$ cat config.mk
export PLATFORM = sky130hd
export DESIGN_NAME = sorted_unique_list_store
export DESIGN_NICKNAME = d
export VERILOG_FILES = /design/src/rtl/core/suls_pkg.sv /design/src/rtl/core/suls_ram.sv /design/src/rtl/core/suls_datapath.sv /design/src/rtl/core/suls_ctrl.sv /design/src/rtl/core/sorted_unique_list_store.sv
export SDC_FILE = /design/constraint.sdc
export NUM_CORES = 1
export LEC_CHECK = 0
export BUFFER_PORTS_ARGS = -buffer_cell sky130_fd_sc_hd__buf_2
export CAP_MARGIN = 20
export CORE_UTILIZATION = 44
export CTS_BUF_LIST = sky130_fd_sc_hd__clkbuf_4
export CTS_CLUSTER_DIAMETER = 150
export DETAILED_ROUTE_END_ITERATION = 12
export HOLD_SLACK_MARGIN = 0.02
export PLACE_DENSITY = 0.65
export SETUP_SLACK_MARGIN = 0.15
export SLEW_MARGIN = 10
export SYNTH_ARGS = -nofsm -noshare
export SYNTH_HDL_FRONTEND = slang
export SYNTH_SLANG_ARGS = --single-unit
$ cat constraint.sdc
create_clock -name clk_i -period 6.19 [get_ports clk_i]
set_input_delay 1.238 -clock clk_i [delete_from_list [all_inputs] [get_ports clk_i]]
set_output_delay 1.238 -clock clk_i [all_outputs]
set_load 0.01 [all_outputs]
$ cat src/rtl/core/suls_pkg.sv
// suls_pkg: shared types, codes and constants of the sorted unique list store
// no dependencies; imported by every module of the block but suls_ram

package suls_pkg;

  localparam int unsigned DEPTH_DEFAULT = 16;
  localparam int unsigned VALUE_W       = 32;
  localparam int unsigned COUNT_W       = 5;
  localparam int unsigned LIMIT_W       = 5;

  localparam logic [LIMIT_W-1:0] LIMIT_RESET = 5'd16;

  typedef enum logic {
    OP_INSERT = 1'b0,
    OP_DELETE = 1'b1
  } op_e;

  typedef enum logic [1:0] {
    ST_DONE = 2'd0,
    ST_FULL = 2'd1,
    ST_DUP  = 2'd2,
    ST_MISS = 2'd3
  } status_e;

  typedef struct packed {
    op_e                        op;
    logic signed [VALUE_W-1:0]  value;
  } in_item_t;

  typedef struct packed {
    status_e              status;
    logic [COUNT_W-1:0]   entry_count;
  } out_item_t;

  // index counter operations
  typedef enum logic [2:0] {
    IDX_HOLD = 3'd0,
    IDX_CLR  = 3'd1,
    IDX_INC  = 3'd2,
    IDX_DEC  = 3'd3,
    IDX_TOP  = 3'd4
  } idx_op_e;

  // ram write selection
  typedef enum logic [1:0] {
    WR_NONE = 2'd0,
    WR_UP   = 2'd1,
    WR_DOWN = 2'd2,
    WR_PUT  = 2'd3
  } wr_mode_e;

  typedef struct packed {
    logic      capture;
    idx_op_e   idx_op;
    logic      pos_save;
    logic      pos_next;
    logic      rd_next;
    wr_mode_e  wr_mode;
    logic      cnt_inc;
    logic      cnt_dec;
    logic      st_load;
    status_e   st_code;
    logic      out_load;
  } dp_cmd_t;

  typedef struct packed {
    logic is_insert;
    logic full;
    logic empty;
    logic hit;
    logic above;
    logic last;
    logic at_pos;
    logic del_tail;
  } dp_status_t;

endpackage

$ cat src/rtl/core/suls_ram.sv
// suls_ram: generic single write port, single read port ram with registered read
// no dependencies

module suls_ram #(
  parameter int unsigned WIDTH = 32,
  parameter int unsigned DEPTH = 16
) (
  input  logic                     clk_i,
  input  logic                     we_i,
  input  logic [$clog2(DEPTH)-1:0] waddr_i,
  input  logic [WIDTH-1:0]         wdata_i,
  input  logic [$clog2(DEPTH)-1:0] raddr_i,
  output logic [WIDTH-1:0]         rdata_o
);

  logic [WIDTH-1:0] mem_q [DEPTH];
  logic [WIDTH-1:0] rdata_q;

  always_ff @(posedge clk_i) begin
    if (we_i) begin
      mem_q[waddr_i] <= wdata_i;
    end
    rdata_q <= mem_q[raddr_i];
  end

  assign rdata_o = rdata_q;

endmodule

$ cat src/rtl/core/suls_datapath.sv
// suls_datapath: entry ram, index and count registers, comparators, result register
// depends on suls_pkg and suls_ram

module suls_datapath
  import suls_pkg::*;
#(
  parameter int unsigned DEPTH = DEPTH_DEFAULT
) (
  input  logic                clk_i,
  input  logic                rst_ni,
  input  in_item_t            in_data_i,
  input  logic                cfg_we_i,
  input  logic [LIMIT_W-1:0]  cfg_wdata_i,
  input  dp_cmd_t             cmd_i,
  output dp_status_t          status_o,
  output out_item_t           out_data_o
);

  localparam int unsigned AW = $clog2(DEPTH);
  localparam int unsigned CW = $clog2(DEPTH + 1);
  localparam int unsigned LW = (CW > LIMIT_W) ? CW : LIMIT_W;

  logic [CW-1:0]              count_q, count_d;
  logic [CW-1:0]              idx_q, idx_d;
  logic [CW-1:0]              pos_q, pos_d;
  logic [LIMIT_W-1:0]         limit_q;
  op_e                        op_q;
  logic signed [VALUE_W-1:0]  value_q;
  status_e                    st_q;
  out_item_t                  out_q;

  logic [CW-1:0]              idx_nx, idx_nx2;
  logic [AW-1:0]              raddr, waddr;
  logic [VALUE_W-1:0]         wdata;
  logic                       we;
  logic signed [VALUE_W-1:0]  rdata;

  assign idx_nx  = idx_q + CW'(1);
  assign idx_nx2 = idx_q + CW'(2);

  always_comb begin
    idx_d = idx_q;
    case (cmd_i.idx_op)
      IDX_CLR: idx_d = '0;
      IDX_INC: idx_d = idx_nx;
      IDX_DEC: idx_d = idx_q - CW'(1);
      IDX_TOP: idx_d = count_q - CW'(1);
      default: idx_d = idx_q;
    endcase
  end

  always_comb begin
    pos_d = pos_q;
    if (cmd_i.pos_save) begin
      pos_d = cmd_i.pos_next ? idx_nx : idx_q;
    end
  end

  always_comb begin
    count_d = count_q;
    if (cmd_i.cnt_inc) begin
      count_d = count_q + CW'(1);
    end else if (cmd_i.cnt_dec) begin
      count_d = count_q - CW'(1);
    end
  end

  always_ff @(posedge clk_i or negedge rst_ni) begin
    if (!rst_ni) begin
      count_q <= '0;
      limit_q <= LIMIT_RESET;
    end else begin
      count_q <= count_d;
      if (cfg_we_i) begin
        limit_q <= cfg_wdata_i;
      end
    end
  end

  always_ff @(posedge clk_i) begin
    idx_q <= idx_d;
    pos_q <= pos_d;
    if (cmd_i.capture) begin
      op_q    <= in_data_i.op;
      value_q <= in_data_i.value;
    end
    if (cmd_i.st_load) begin
      st_q <= cmd_i.st_code;
    end
    if (cmd_i.out_load) begin
      out_q.status      <= st_q;
      out_q.entry_count <= COUNT_W'(count_q);
    end
  end

  assign raddr = cmd_i.rd_next ? idx_nx[AW-1:0] : idx_q[AW-1:0];

  always_comb begin
    we    = 1'b1;
    waddr = idx_q[AW-1:0];
    wdata = rdata;
    case (cmd_i.wr_mode)
      WR_UP:   waddr = idx_nx[AW-1:0];
      WR_DOWN: waddr = idx_q[AW-1:0];
      WR_PUT: begin
        waddr = pos_q[AW-1:0];
        wdata = value_q;
      end
      default: we = 1'b0;
    endcase
  end

  suls_ram #(
    .WIDTH (VALUE_W),
    .DEPTH (DEPTH)
  ) u_ram (
    .clk_i   (clk_i),
    .we_i    (we),
    .waddr_i (waddr),
    .wdata_i (wdata),
    .raddr_i (raddr),
    .rdata_o (rdata)
  );

  // limit above depth saturates through the depth compare
  assign status_o.is_insert = (op_q == OP_INSERT);
  assign status_o.full      = (LW'(count_q) >= LW'(limit_q)) || (count_q == CW'(DEPTH));
  assign status_o.empty     = (count_q == '0);
  assign status_o.hit       = (rdata == value_q);
  assign status_o.above     = (rdata > value_q);
  assign status_o.last      = (idx_nx == count_q);
  assign status_o.at_pos    = (idx_q == pos_q);
  assign status_o.del_tail  = (idx_nx2 == count_q);

  assign out_data_o = out_q;

endmodule

$ cat src/rtl/core/suls_ctrl.sv
// suls_ctrl: sequencer for search, shift and result hand-off
// depends on suls_pkg

module suls_ctrl
  import suls_pkg::*;
(
  input  logic        clk_i,
  input  logic        rst_ni,
  input  logic        in_valid_i,
  output logic        in_stall_o,
  output logic        out_valid_o,
  input  logic        out_stall_i,
  input  dp_status_t  status_i,
  output dp_cmd_t     cmd_o
);

  typedef enum logic [9:0] {
    S_IDLE     = 10'b00_0000_0001,
    S_CHECK    = 10'b00_0000_0010,
    S_SRCH_RD  = 10'b00_0000_0100,
    S_SRCH_CMP = 10'b00_0000_1000,
    S_INS_RD   = 10'b00_0001_0000,
    S_INS_WR   = 10'b00_0010_0000,
    S_INS_PUT  = 10'b00_0100_0000,
    S_DEL_RD   = 10'b00_1000_0000,
    S_DEL_WR   = 10'b01_0000_0000,
    S_RESP     = 10'b10_0000_0000
  } state_e;

  state_e  state_q, state_d;
  logic    out_valid_q, out_valid_d;
  dp_cmd_t cmd;

  always_comb begin
    state_d      = state_q;
    cmd          = '0;
    cmd.idx_op   = IDX_HOLD;
    cmd.wr_mode  = WR_NONE;
    cmd.st_code  = ST_DONE;
    unique case (state_q)
      S_IDLE: begin
        if (in_valid_i) begin
          cmd.capture = 1'b1;
          cmd.idx_op  = IDX_CLR;
          state_d     = S_CHECK;
        end
      end
      S_CHECK: begin
        if (status_i.is_insert && status_i.full) begin
          cmd.st_load = 1'b1;
          cmd.st_code = ST_FULL;
          state_d     = S_RESP;
        end else if (!status_i.is_insert && status_i.empty) begin
          cmd.st_load = 1'b1;
          cmd.st_code = ST_MISS;
          state_d     = S_RESP;
        end else if (status_i.empty) begin
          // insert into an empty list goes straight to slot zero
          cmd.pos_save = 1'b1;
          state_d      = S_INS_PUT;
        end else begin
          state_d = S_SRCH_RD;
        end
      end
      S_SRCH_RD: begin
        state_d = S_SRCH_CMP;
      end
      S_SRCH_CMP: begin
        if (status_i.is_insert) begin
          if (status_i.hit) begin
            cmd.st_load = 1'b1;
            cmd.st_code = ST_DUP;
            state_d     = S_RESP;
          end else if (status_i.above) begin
            cmd.pos_save = 1'b1;
            cmd.idx_op   = IDX_TOP;
            state_d      = S_INS_RD;
          end else if (status_i.last) begin
            cmd.pos_save = 1'b1;
            cmd.pos_next = 1'b1;
            state_d      = S_INS_PUT;
          end else begin
            cmd.idx_op = IDX_INC;
            state_d    = S_SRCH_RD;
          end
        end else begin
          if (status_i.hit && status_i.last) begin
            cmd.cnt_dec = 1'b1;
            cmd.st_load = 1'b1;
            cmd.st_code = ST_DONE;
            state_d     = S_RESP;
          end else if (status_i.hit) begin
            state_d = S_DEL_RD;
          end else if (status_i.last) begin
            cmd.st_load = 1'b1;
            cmd.st_code = ST_MISS;
            state_d     = S_RESP;
          end else begin
            cmd.idx_op = IDX_INC;
            state_d    = S_SRCH_RD;
          end
        end
      end
      S_INS_RD: begin
        state_d = S_INS_WR;
      end
      S_INS_WR: begin
        cmd.wr_mode = WR_UP;
        if (status_i.at_pos) begin
          state_d = S_INS_PUT;
        end else begin
          cmd.idx_op = IDX_DEC;
          state_d    = S_INS_RD;
        end
      end
      S_INS_PUT: begin
        cmd.wr_mode = WR_PUT;
        cmd.cnt_inc = 1'b1;
        cmd.st_load = 1'b1;
        cmd.st_code = ST_DONE;
        state_d     = S_RESP;
      end
      S_DEL_RD: begin
        cmd.rd_next = 1'b1;
        state_d     = S_DEL_WR;
      end
      S_DEL_WR: begin
        cmd.wr_mode = WR_DOWN;
        if (status_i.del_tail) begin
          cmd.cnt_dec = 1'b1;
          cmd.st_load = 1'b1;
          cmd.st_code = ST_DONE;
          state_d     = S_RESP;
        end else begin
          cmd.idx_op = IDX_INC;
          state_d    = S_DEL_RD;
        end
      end
      S_RESP: begin
        if (!out_valid_q || !out_stall_i) begin
          cmd.out_load = 1'b1;
          state_d      = S_IDLE;
        end
      end
      default: begin
        state_d = S_IDLE;
      end
    endcase
  end

  assign out_valid_d = cmd.out_load | (out_valid_q & out_stall_i);

  always_ff @(posedge clk_i or negedge rst_ni) begin
    if (!rst_ni) begin
      state_q     <= S_IDLE;
      out_valid_q <= 1'b0;
    end else begin
      state_q     <= state_d;
      out_valid_q <= out_valid_d;
    end
  end

  assign in_stall_o  = (state_q != S_IDLE);
  assign out_valid_o = out_valid_q;
  assign cmd_o       = cmd;

endmodule

$ cat src/rtl/core/sorted_unique_list_store.sv
// sorted_unique_list_store: top level joining the sequencer and the datapath
// depends on suls_pkg, suls_ctrl, suls_datapath (and through it suls_ram)

// Keeps an ascending list of distinct signed 32-bit values in a ram of DEPTH
// entries. An insert transaction puts the value at its sorted place, moving
// larger entries up; it is refused with list full when the count has reached
// the capacity limit (saturated at DEPTH) and with duplicate when the value is
// already held. A delete transaction removes the matching entry, moving later
// entries down, or reports not found (also on an empty list). Every input
// transaction gives one result carrying the status and the count afterwards.
// One transaction is worked at a time, and each entry visit takes a read state
// and then a compare or write state, because the single ram read port has a
// registered output. A full refusal or a delete on an empty list goes straight
// to the result; a duplicate ends the search where it is found, and a delete
// walks the list until it hits or reaches the end. A result waits while an
// earlier result is still stalled. The next transaction is accepted once the
// result sits in the output register, even if it is not yet taken.
// The entry ram has no reset and needs no clearing pass: only slots below the
// count are ever read. The capacity limit resets to 16 and is written through
// cfg_we_i / cfg_wdata_i; the user must write it only while the block is idle,
// as the block itself does not enforce this.

module sorted_unique_list_store
  import suls_pkg::*;
#(
  parameter int unsigned DEPTH = DEPTH_DEFAULT
) (
  input  logic                clk_i,
  input  logic                rst_ni,
  // input transactions
  input  logic                in_valid_i,
  output logic                in_stall_o,
  input  in_item_t            in_data_i,
  // result transactions
  output logic                out_valid_o,
  input  logic                out_stall_i,
  output out_item_t           out_data_o,
  // capacity limit register
  input  logic                cfg_we_i,
  input  logic [LIMIT_W-1:0]  cfg_wdata_i
);

  dp_cmd_t    cmd;
  dp_status_t dp_status;

  // sequencer: search pass, then a shift pass where needed, then the result hand-off
  suls_ctrl u_ctrl (
    .clk_i       (clk_i),
    .rst_ni      (rst_ni),
    .in_valid_i  (in_valid_i),
    .in_stall_o  (in_stall_o),
    .out_valid_o (out_valid_o),
    .out_stall_i (out_stall_i),
    .status_i    (dp_status),
    .cmd_o       (cmd)
  );

  // entry ram, count, limit and the registered result
  suls_datapath #(
    .DEPTH (DEPTH)
  ) u_datapath (
    .clk_i       (clk_i),
    .rst_ni      (rst_ni),
    .in_data_i   (in_data_i),
    .cfg_we_i    (cfg_we_i),
    .cfg_wdata_i (cfg_wdata_i),
    .cmd_i       (cmd),
    .status_o    (dp_status),
    .out_data_o  (out_data_o)
  );

endmodule

==> results.cfg, run 1 <==
[outcome]
run_status = completed

[power]
power.total_mw = 12.51
ir_drop_mv = 0.2581
p_leak_nw = 10.17
power_density_mw_per_mm2 = 434.1

[clock_tree]
cts_tree = yes
holdBufCountCts = 0
cts_post_setup_buffers_inserted = 0
skew_pair_late_insertion_delay_ps = 1000
clkTransAtPathRegs_ps = 70
ctsRootBufferMaster = sky130_fd_sc_hd__clkbuf_4
cts-resized-gates = 0
clock_net_sink_count = 617
htree_levels = 4
cts-root-to-sink-buffers = 3
cts_inserted_buffers = 158

[yosys]
yosys_most_used_dff = sky130_fd_sc_hd__edfxtp_1
synth.lib_cells_used.distinct = 66
synthesis.area_mm2 = 0.02498
synth_area_per_cell_um2 = 18.20
syn_inst = 1372
yosys_register_bits = 617
synth-edff-count = 564
synth.yosys.seq_area_share = 0.7249
synth_warnings = 0
ys_async_sr_fraction = 0.03404
number_of_nets_in_the_synthesized_netlist = 1459

[sta]
max-slew-margin-rel = 0.2956
final_period_minus_worst_setup_slack_ps = 4617
setup-tns-final_ps = 0
setup_repair_after_global_routing_missed_its_margin = false
report.final.setup_viol = 0
report.final.hold_viol_count = 0
max_slew.worst_pin.slew_ps = 1054
maximum_clock_frequency_mhz = 216.6
layout_worst_path_cycle_share = 0.7459
finClkSkew_ps = 68.48
slew_violations = 0

[routing]
drtIter0Drc = 1046
avgViaCountPerCell = 5.383
remaining_drc_errors = 0
route.detailed.wl_per_inst_um = 22.62
antenna_left = 0
via_count = 13180
detailedRoute.firstPassIterationCount = 5
drt-total-wl_mm = 55.37

[placement]
place_hpwl_mm = 33.92
placement.io_buffers = 51
gp_congestion = 0.8594

[global_route]
grt_start_max_net_pins = 97
track_usage = 0.2010
number_of_global_route_vias_before_repair = 13790
grt_first_pass_wirelength_mm = 83.15
grt-ovfl-total = 0
initial_antenna_violation_count = 2

[layout]
final_cell_mix = 564 x sky130_fd_sc_hd__edfxtp_1, 252 x sky130_fd_sc_hd__clkbuf_4, 128 x sky130_fd_sc_hd__mux4_2
syn2layout_area_growth_pct = 15.40
layout-drive-gt1-share = 0.3349
final_nets = 1665
layout_commonest_cell = sky130_fd_sc_hd__edfxtp_1
multiInputGateArea_mm2 = 0.006551
final-seq-area_mm2 = 0.01810
nFillCells = 4519

[setup_path]
timing.critical_path.from_type = flop
worst_setup_path_end_kind = flop
critPathRequiredTime_ps = 6860
timing.critical_path.arrival_ps = 5280
worst_setup_path_startpoint = u_ctrl.state_q[2]
critical_path.reg2reg.startpoint = u_ctrl.state_q[2]
worstSetupPathType = flop to flop
timing.critical_path.fanout_max = 26

[floorplan]
core_area_mm2 = 0.05563
io_pins = 52
width_of_the_die_um = 240.2
start_util = 0.4489
die_height_um = 240.2
placementRows = 86
die_area_mm2 = 0.05772

[flow_run]
max_cap_violations = 0

[min_path]
hp-class = input pin to async pin
[logic make-up after synthesis]
group,Yosys count,synth area share
xor+xnor,33,0.01157
simple gates,215,0.03983
fa+ha+maj,44,0.02204
buf+inv,110,0.01934
compound gates,155,0.03707
flops,617,0.7249
mux,198,0.1452
[worst paths after layout]
path	slack, ps	cells after the start	end
worst max register to register	1570	9	u_datapath.u_ram.mem_q[12][29]
max in group asynchronous	5590	1	u_ctrl.state_q[0]
worst max-delay path	1570	9	u_datapath.u_ram.mem_q[12][29]
worst min register to register	420	0	u_datapath.out_data_o[6]
worst min-delay path	220	1	u_ctrl.state_q[1]
min in group clk_i	410	1	u_datapath.value_q[15]
[metal layers]
metal	global-route usage	routed length, um
met5	0	0
met4	0.08859	1597
met3	0.05017	2551
met2	0.3321	27930
met1	0.2508	23290
[cells in the mapped netlist, types with 3 or more instances]
cell type	instances	share of area
sky130_fd_sc_hd__a211oi_1	3	0.00090
sky130_fd_sc_hd__a21o_1	7	0.0021
sky130_fd_sc_hd__a21oi_1	27	0.0054
sky130_fd_sc_hd__and2_1	3	0.00075
sky130_fd_sc_hd__and3_1	4	0.0010
sky130_fd_sc_hd__buf_1	3	0.00045
sky130_fd_sc_hd__buf_2	17	0.0034
sky130_fd_sc_hd__buf_6	6	0.0027
sky130_fd_sc_hd__clkbuf_1	34	0.0051
sky130_fd_sc_hd__dfrtp_1	19	0.019
sky130_fd_sc_hd__dfxtp_1	32	0.026
sky130_fd_sc_hd__edfxtp_1	564	0.68
sky130_fd_sc_hd__ha_1	44	0.022
sky130_fd_sc_hd__inv_1	48	0.0072
sky130_fd_sc_hd__mux2_2	35	0.016
sky130_fd_sc_hd__mux2i_1	35	0.014
sky130_fd_sc_hd__mux4_2	128	0.12
sky130_fd_sc_hd__nand2_1	108	0.016
sky130_fd_sc_hd__nand2b_1	4	0.0010
sky130_fd_sc_hd__nand3_1	8	0.0016
sky130_fd_sc_hd__nand3b_1	4	0.0012
sky130_fd_sc_hd__nand4_1	11	0.0028
sky130_fd_sc_hd__nor2_1	40	0.0060
sky130_fd_sc_hd__nor3_1	9	0.0018
sky130_fd_sc_hd__nor4_1	8	0.0020
sky130_fd_sc_hd__o211ai_1	3	0.00090
sky130_fd_sc_hd__o21ai_0	50	0.010
sky130_fd_sc_hd__o21ai_1	32	0.0064
sky130_fd_sc_hd__o31ai_1	5	0.0015
sky130_fd_sc_hd__xnor2_1	17	0.0060
sky130_fd_sc_hd__xor2_1	16	0.0056
[power breakdown]
part	internal (mW)	leakage, nW	switching, mW	total (mW)
combinational	1.26	3.26	2.06	3.32
sequential	5.37	5.65	0.193	5.56
clock	2.01	1.27	1.62	3.63
total	8.64	10.2	3.87	12.5
[worst max-delay path, stage by stage, from the launching register on]
cell and delay [ps]:
sky130_fd_sc_hd__dfrtp_1 420, sky130_fd_sc_hd__or3_4 430, sky130_fd_sc_hd__or4_4 470, sky130_fd_sc_hd__nor4_1 830
sky130_fd_sc_hd__nor2_1 240, sky130_fd_sc_hd__o21ai_0 290, sky130_fd_sc_hd__o221a_2 240, sky130_fd_sc_hd__nand2_1 220
sky130_fd_sc_hd__nor2_4 870, sky130_fd_sc_hd__buf_4 310
[flip-flops by register name, indices dropped and copies added, names as in the netlist]
name and cells:
u_datapath.op_q 1, u_datapath.pos_q 5, u_datapath.limit_q 5, u_datapath.value_q 32, u_ctrl.out_valid_o 1, u_ctrl.state_q 10, u_datapath.out_data_o 7, u_datapath.idx_q 5
u_datapath.u_ram.rdata_o 32, u_datapath.u_ram.mem_q 512, u_datapath.count_q 5, u_datapath.st_q 2
[stage by stage]
stage	util	setup WS, ps	hold WS [ps]	std cells	area (um2)
CTS	0.5139	1522	134.2	2431	28590
floorplan	-	1833	400.3	1372	24980
global placement	0.4724	1666	404.3	2139	26280
global route	0.5181	1230	189.5	2448	28820
finish	0.5181	1573	223.4	2448	28820
detailed placement	0.4755	1532	410.1	2150	26450
[area by class of cell]
class	count	area share
timing repair buffer	107	0.03143
inverter	49	0.006381
sequential	617	0.6281
clock buffer	252	0.06564
antenna	1	0.00008682
clock inverter	29	0.008552
multi-input combinational	645	0.2273
tap	748	0.03247
(Power assumes the default switching activity.)
==> inputs of run 2 (changes only) <==
==> constraint.sdc (replaced) <==
create_clock -name clk_i -period 4.79 [get_ports clk_i]
set_input_delay 0.958 -clock clk_i [delete_from_list [all_inputs] [get_ports clk_i]]
set_output_delay 0.958 -clock clk_i [all_outputs]
set_load 0.01 [all_outputs]
==> results.cfg, run 2 (synthesis gave the netlist of run 1 again) <==
[routing]
detailedRoute.firstPassIterationCount = 5
remaining_drc_errors = 0
drt-total-wl_mm = 54.51
antenna_left = 0
route.detailed.wl_per_inst_um = 22.12
drtIter0Drc = 950
avgViaCountPerCell = 5.425
via_count = 13370

[setup_path]
timing.critical_path.slowest_stage_cell = sky130_fd_sc_hd__nor4_2
worst_setup_path_end_kind = flop
timing.critical_path.arrival_ps = 4870
family_of_cells_with_the_greatest_summed_delay_on_the_critical_path = compound AO/OA/AOI/OAI gates
critPathRequiredTime_ps = 5510
timing.reg2reg.worst_path_depth = 10
timing.critical_path.fanout_max = 6
worstSetupPathType = flop to flop
r2r_setup_slack_ps = 640
critical_path.max_stage_delay_ps = 820
timing.critical_path.cells = inv_1, ha_1, nand4_1, nor4_2, a21boi_0, o31a_1, nor3_1, o21ai_0, o311ai_0, clkbuf_2
critical_path.reg2reg.startpoint = u_datapath.value_q[14]
number_of_buffer_and_inverter_stages_on_the_critical_path = 2
crit_cells = 10
end_point_of_the_critical_path = u_datapath.pos_q[2]
regToRegEndpoint = u_datapath.pos_q[2]
worst_setup_path_startpoint = u_datapath.value_q[14]
timing.critical_path.from_type = flop

[layout]
largest_register = u_datapath.u_ram.mem_q
final-seq-area_mm2 = 0.01810
nFillCells = 4482
final_nets = 1681
design_area_mm2 = 0.02894
largest_reg_flops = 512
final_cell_mix = 564 x sky130_fd_sc_hd__edfxtp_1, 252 x sky130_fd_sc_hd__clkbuf_4, 128 x sky130_fd_sc_hd__mux4_2
syn2layout_area_growth_pct = 15.87
multiInputGateArea_mm2 = 0.006561
finish.cell_count_without_fillers = 2465
finalCoreUtilization = 0.5202
layout-drive-gt1-share = 0.3382
layout_commonest_cell = sky130_fd_sc_hd__edfxtp_1

[global_route]
grt-ovfl-total = 0
grt_first_pass_wirelength_mm = 81.64
grt_start_max_net_pins = 68
track_usage = 0.1971
number_of_global_route_vias_before_repair = 13580
initial_antenna_violation_count = 3

[floorplan]
core_area_mm2 = 0.05563
die_height_um = 240.2
io_pins = 52
placementRows = 86
width_of_the_die_um = 240.2
start_util = 0.4489
die_area_mm2 = 0.05772

[placement]
place_worst_setup_slack_ps = 561.7
placedInstanceArea_mm2 = 0.02666
placement.io_buffers = 51
place_hpwl_mm = 33.58
post-place-cells = 2165
gp_congestion = 0.8494

[clock_tree]
clock_net_sink_count = 617
cts-root-to-sink-buffers = 3
skew_pair_late_insertion_delay_ps = 980
ctsRootBufferMaster = sky130_fd_sc_hd__clkbuf_4
cts-resized-gates = 0
clkTransAtPathRegs_ps = 60
cts_tree = yes
htree_levels = 4
cts_inserted_buffers = 159

[min_path]
hp-class = input pin to flop
hold_path.startpoint = in_data_i[28]

[sta]
setup_repair_after_global_routing_missed_its_margin = false
report.final.setup_viol = 0
slew_violations = 0
worst_hold_slack_ps = 167.8
setup-tns-final_ps = 0
max_slew.worst_pin.slew_ps = 842.5
max-slew-margin-rel = 0.4336
maximum_clock_frequency_mhz = 240.9
final_period_minus_worst_setup_slack_ps = 4151
report.final.hold_viol_count = 0
timing.final.ws_setup_ps = 638.9
finClkSkew_ps = 66.19
layout_worst_path_cycle_share = 0.8666

[power]
power_density_mw_per_mm2 = 559.6
power.total_mw = 16.20
ir_drop_mv = 0.2139
p_leak_nw = 10.24

[flow_run]
max_cap_violations = 0

[outcome]
run_status = completed
==> run 2: cell types whose count changed in the layout (fill, tap and decap cells not counted), moves of 2 or more <==
cell                         change
sky130_fd_sc_hd__buf_12          +7
sky130_fd_sc_hd__o21ai_1         -5
sky130_fd_sc_hd__clkinvlp_4      -2
sky130_fd_sc_hd__clkinv_2        -2
sky130_fd_sc_hd__buf_16          -5
sky130_fd_sc_hd__clkinv_1        +6
sky130_fd_sc_hd__buf_4          +13
sky130_fd_sc_hd__clkinv_4        -2
sky130_fd_sc_hd__o21ai_0         +4
==> run 2: worst min-delay path by stage <==
stage	cells after the start	slack, ps	endpoint
finish	1	170	u_datapath.value_q[28]
global route	1	50	u_datapath.value_q[29]
CTS	1	40	u_datapath.value_q[28]
detailed placement	0	410	u_datapath.out_data_o[5]
global placement	0	410	u_datapath.out_data_o[5]
floorplan	0	400	u_datapath.out_data_o[5]
==> run 2: repair_timing <==
| item | 4_1_cts | 5_1_grt |
|---|---|---|
| endpoints found under the setup margin | 0 | 0 |
| hold endpoints to repair | 19 | 0 |
| buffers inserted | 0 | 0 |
| hold buffers | 1 | 0 |
==> run 2: worst reg2reg max path, delay by kind of cell, from the launching register on <==
kind	cells	cell delay [ps]
buffers and inverters	2	320
AO/OA/AOI/OAI	4	1840
adder cells (fa/ha/maj)	1	320
flip-flops	1	330
AND/OR/NAND/NOR	3	1130
==> run 2: power breakdown <==
part | internal [mW] | switching (mW) | leakage (nW)
sequential | 6.94 | 0.261 | 5.65
clock | 2.64 | 2.06 | 1.28
combinational | 1.67 | 2.62 | 3.32
total | 11.2 | 4.95 | 10.2
==> run 2: area by class of cell <==
type | instances | area share
Clock inverter | 30 | 0.008690
Timing Repair Buffer | 122 | 0.03472
Inverter | 49 | 0.006356
Clock buffer | 252 | 0.06537
Antenna cell | 2 | 0.0001729
Multi-Input combinational cell | 645 | 0.2267
Sequential cell | 617 | 0.6256
Tap cell | 748 | 0.03234
==> run 2: layer usage <==
metal | global-route usage | wire (um) | vias to the layer above
met5 | 0 | 0 | -
met4 | 0.08917 | 1593 | 0
met3 | 0.05763 | 3551 | 99
met2 | 0.2964 | 25360 | 455
met1 | 0.2658 | 24010 | 6805
li1 | - | - | 6013
==> inputs of run 3 (changes only) <==
--- a/config.mk
+++ b/config.mk
@@ -13,6 +13,7 @@
 export DETAILED_ROUTE_END_ITERATION = 12
 export HOLD_SLACK_MARGIN = 0.02
 export PLACE_DENSITY = 0.65
+export RECOVER_POWER = 25
 export SETUP_SLACK_MARGIN = 0.15
 export SLEW_MARGIN = 10
 export SYNTH_ARGS = -nofsm -noshare
==> results.cfg, run 3 (synthesis gave the netlist of run 1 again) <==
[sta]
max_slew.worst_pin.slew_ps = 2194
final_period_minus_worst_setup_slack_ps = 4208
setup_repair_after_global_routing_missed_its_margin = false
slew_violations = 62
setup-tns-final_ps = 0
worst_hold_slack_ps = 162.7
finClkSkew_ps = 67.26
maximum_clock_frequency_mhz = 237.7
layout_worst_path_cycle_share = 0.8784
max-slew-margin-rel = -0.4627
timing.final.ws_setup_ps = 582.4
report.final.setup_viol = 0
report.final.hold_viol_count = 0

[setup_path]
timing.critical_path.cells = or3_1, nor4_1, nand4b_1, clkbuf_1, o21ai_0, clkbuf_1
timing.critical_path.slowest_stage_cell = sky130_fd_sc_hd__clkbuf_1
number_of_buffer_and_inverter_stages_on_the_critical_path = 2
timing.critical_path.fanout_max = 42
critical_path.reg2reg.startpoint = u_ctrl.state_q[2]
critical_path.max_stage_delay_ps = 930
worstSetupPathType = flop to flop
r2r_setup_slack_ps = 580
timing.critical_path.from_type = flop
timing.reg2reg.worst_path_depth = 6
regToRegEndpoint = u_datapath.u_ram.mem_q[8][1]
family_of_cells_with_the_greatest_summed_delay_on_the_critical_path = buffers and inverters
worst_setup_path_end_kind = flop
timing.critical_path.arrival_ps = 4820
critPathMostFrequentCell = sky130_fd_sc_hd__clkbuf_1
critPathRequiredTime_ps = 5400

[clock_tree]
clock_net_sink_count = 617
cts_inserted_buffers = 159
ctsRootBufferMaster = sky130_fd_sc_hd__clkbuf_4
cts-resized-gates = 0
cts_tree = yes
cts-root-to-sink-buffers = 3
htree_levels = 4
cts_post_setup_buffers_inserted = 0
clkTransAtPathRegs_ps = 60
skew_pair_late_insertion_delay_ps = 980

[layout]
syn2layout_area_growth_pct = 15.49
nFillCells = 4506
multiInputGateArea_mm2 = 0.006548
layout_commonest_cell = sky130_fd_sc_hd__edfxtp_1
largest_register = u_datapath.u_ram.mem_q
finalCoreUtilization = 0.5185
final_cell_mix = 564 x sky130_fd_sc_hd__edfxtp_1, 252 x sky130_fd_sc_hd__clkbuf_4, 128 x sky130_fd_sc_hd__mux4_2
final_nets = 1681
design_area_mm2 = 0.02884
finish.cell_count_without_fillers = 2465
largest_reg_flops = 512
final-seq-area_mm2 = 0.01810
layout-drive-gt1-share = 0.3166

[global_route]
grt-ovfl-total = 0
grt_first_pass_wirelength_mm = 81.64
initial_antenna_violation_count = 3
grt_start_max_net_pins = 68
number_of_global_route_vias_before_repair = 13580
track_usage = 0.1971

[floorplan]
placementRows = 86
start_util = 0.4489
core_area_mm2 = 0.05563
io_pins = 52
width_of_the_die_um = 240.2
die_area_mm2 = 0.05772
die_height_um = 240.2

[min_path]
hold_depth = 1
hp-class = input pin to flop
hold_path.startpoint = in_data_i[28]
hold_path_end = u_datapath.value_q[28]

[power]
power_density_mw_per_mm2 = 559.4
power_frac_clock = 0.291
power_switching_mw = 4.937
power.total_mw = 16.14
netSwitchingFraction = 0.3060
ir_drop_mv = 0.2148
p_leak_nw = 10.13
power.share.sequential = 0.447
power.share.combinational = 0.261
intPower_mw = 11.20

[placement]
place_worst_setup_slack_ps = 561.7
placedInstanceArea_mm2 = 0.02666
placement.io_buffers = 51
post-place-cells = 2165
place_hpwl_mm = 33.58
gp_congestion = 0.8494

[outcome]
failed_checks = max-capacitance violations, max-slew violations
run_status = complete, but fails checks

[routing]
drt-total-wl_mm = 54.57
remaining_drc_errors = 0
drtIter0Drc = 893
avgViaCountPerCell = 5.394
route.detailed.wl_per_inst_um = 22.14
antenna_left = 0
detailedRoute.firstPassIterationCount = 5
via_count = 13300

[flow_run]
max_cap_violations = 2
==> run 3: what timing repair did <==
item	4_1_cts	5_1_grt
hold buffers	1	0
endpoints found under the hold margin	19	0
endpoints found under the setup margin	0	0
==> run 3: how the worst max path moves through the flow <==
stage                                       from                             to  slack [ps]  depth (start not counted)
after global routing           u_ctrl.state_q[2]  u_datapath.u_ram.mem_q[15][1]         260                          6
after detailed placement  u_datapath.value_q[15]            u_datapath.pos_q[2]         560                          9
after CTS                 u_datapath.value_q[14]            u_datapath.pos_q[2]         550                          9
after floorplan                u_ctrl.state_q[2]   u_datapath.u_ram.mem_q[4][0]         430                          8
after global placement    u_datapath.value_q[15]            u_datapath.pos_q[0]         160                          9
final                          u_ctrl.state_q[2]   u_datapath.u_ram.mem_q[8][1]         580                          6
==> run 3: area by class of cell <==
type,instances,share of cell area
diodes,2,0.0001735
clock buffers,252,0.06559
clock inverters,30,0.008719
inverters,49,0.006377
multi-input cells,645,0.2270
flip-flops and latches,617,0.6277
well taps,748,0.03245
repair buffers,122,0.03201
==> run 3: power groups by stage <==
stage | clock (mW) | sequential [mW] | combinational (mW)
after floorplan | 0 | 7.20 | 2.81
after global placement | 0 | 7.33 | 4.10
after detailed placement | 0 | 7.33 | 4.22
after CTS | 4.85 | 7.22 | 4.23
after global routing | 5.12 | 7.26 | 4.61
final | 4.70 | 7.22 | 4.22
==> run 3: routing by layer <==
metal	wire length, um	GRT usage	part of all wire
met4	1597	0.08917	0.029
met5	0	0	0
met3	3578	0.05763	0.066
met1	24090	0.2658	0.44
met2	25310	0.2964	0.46
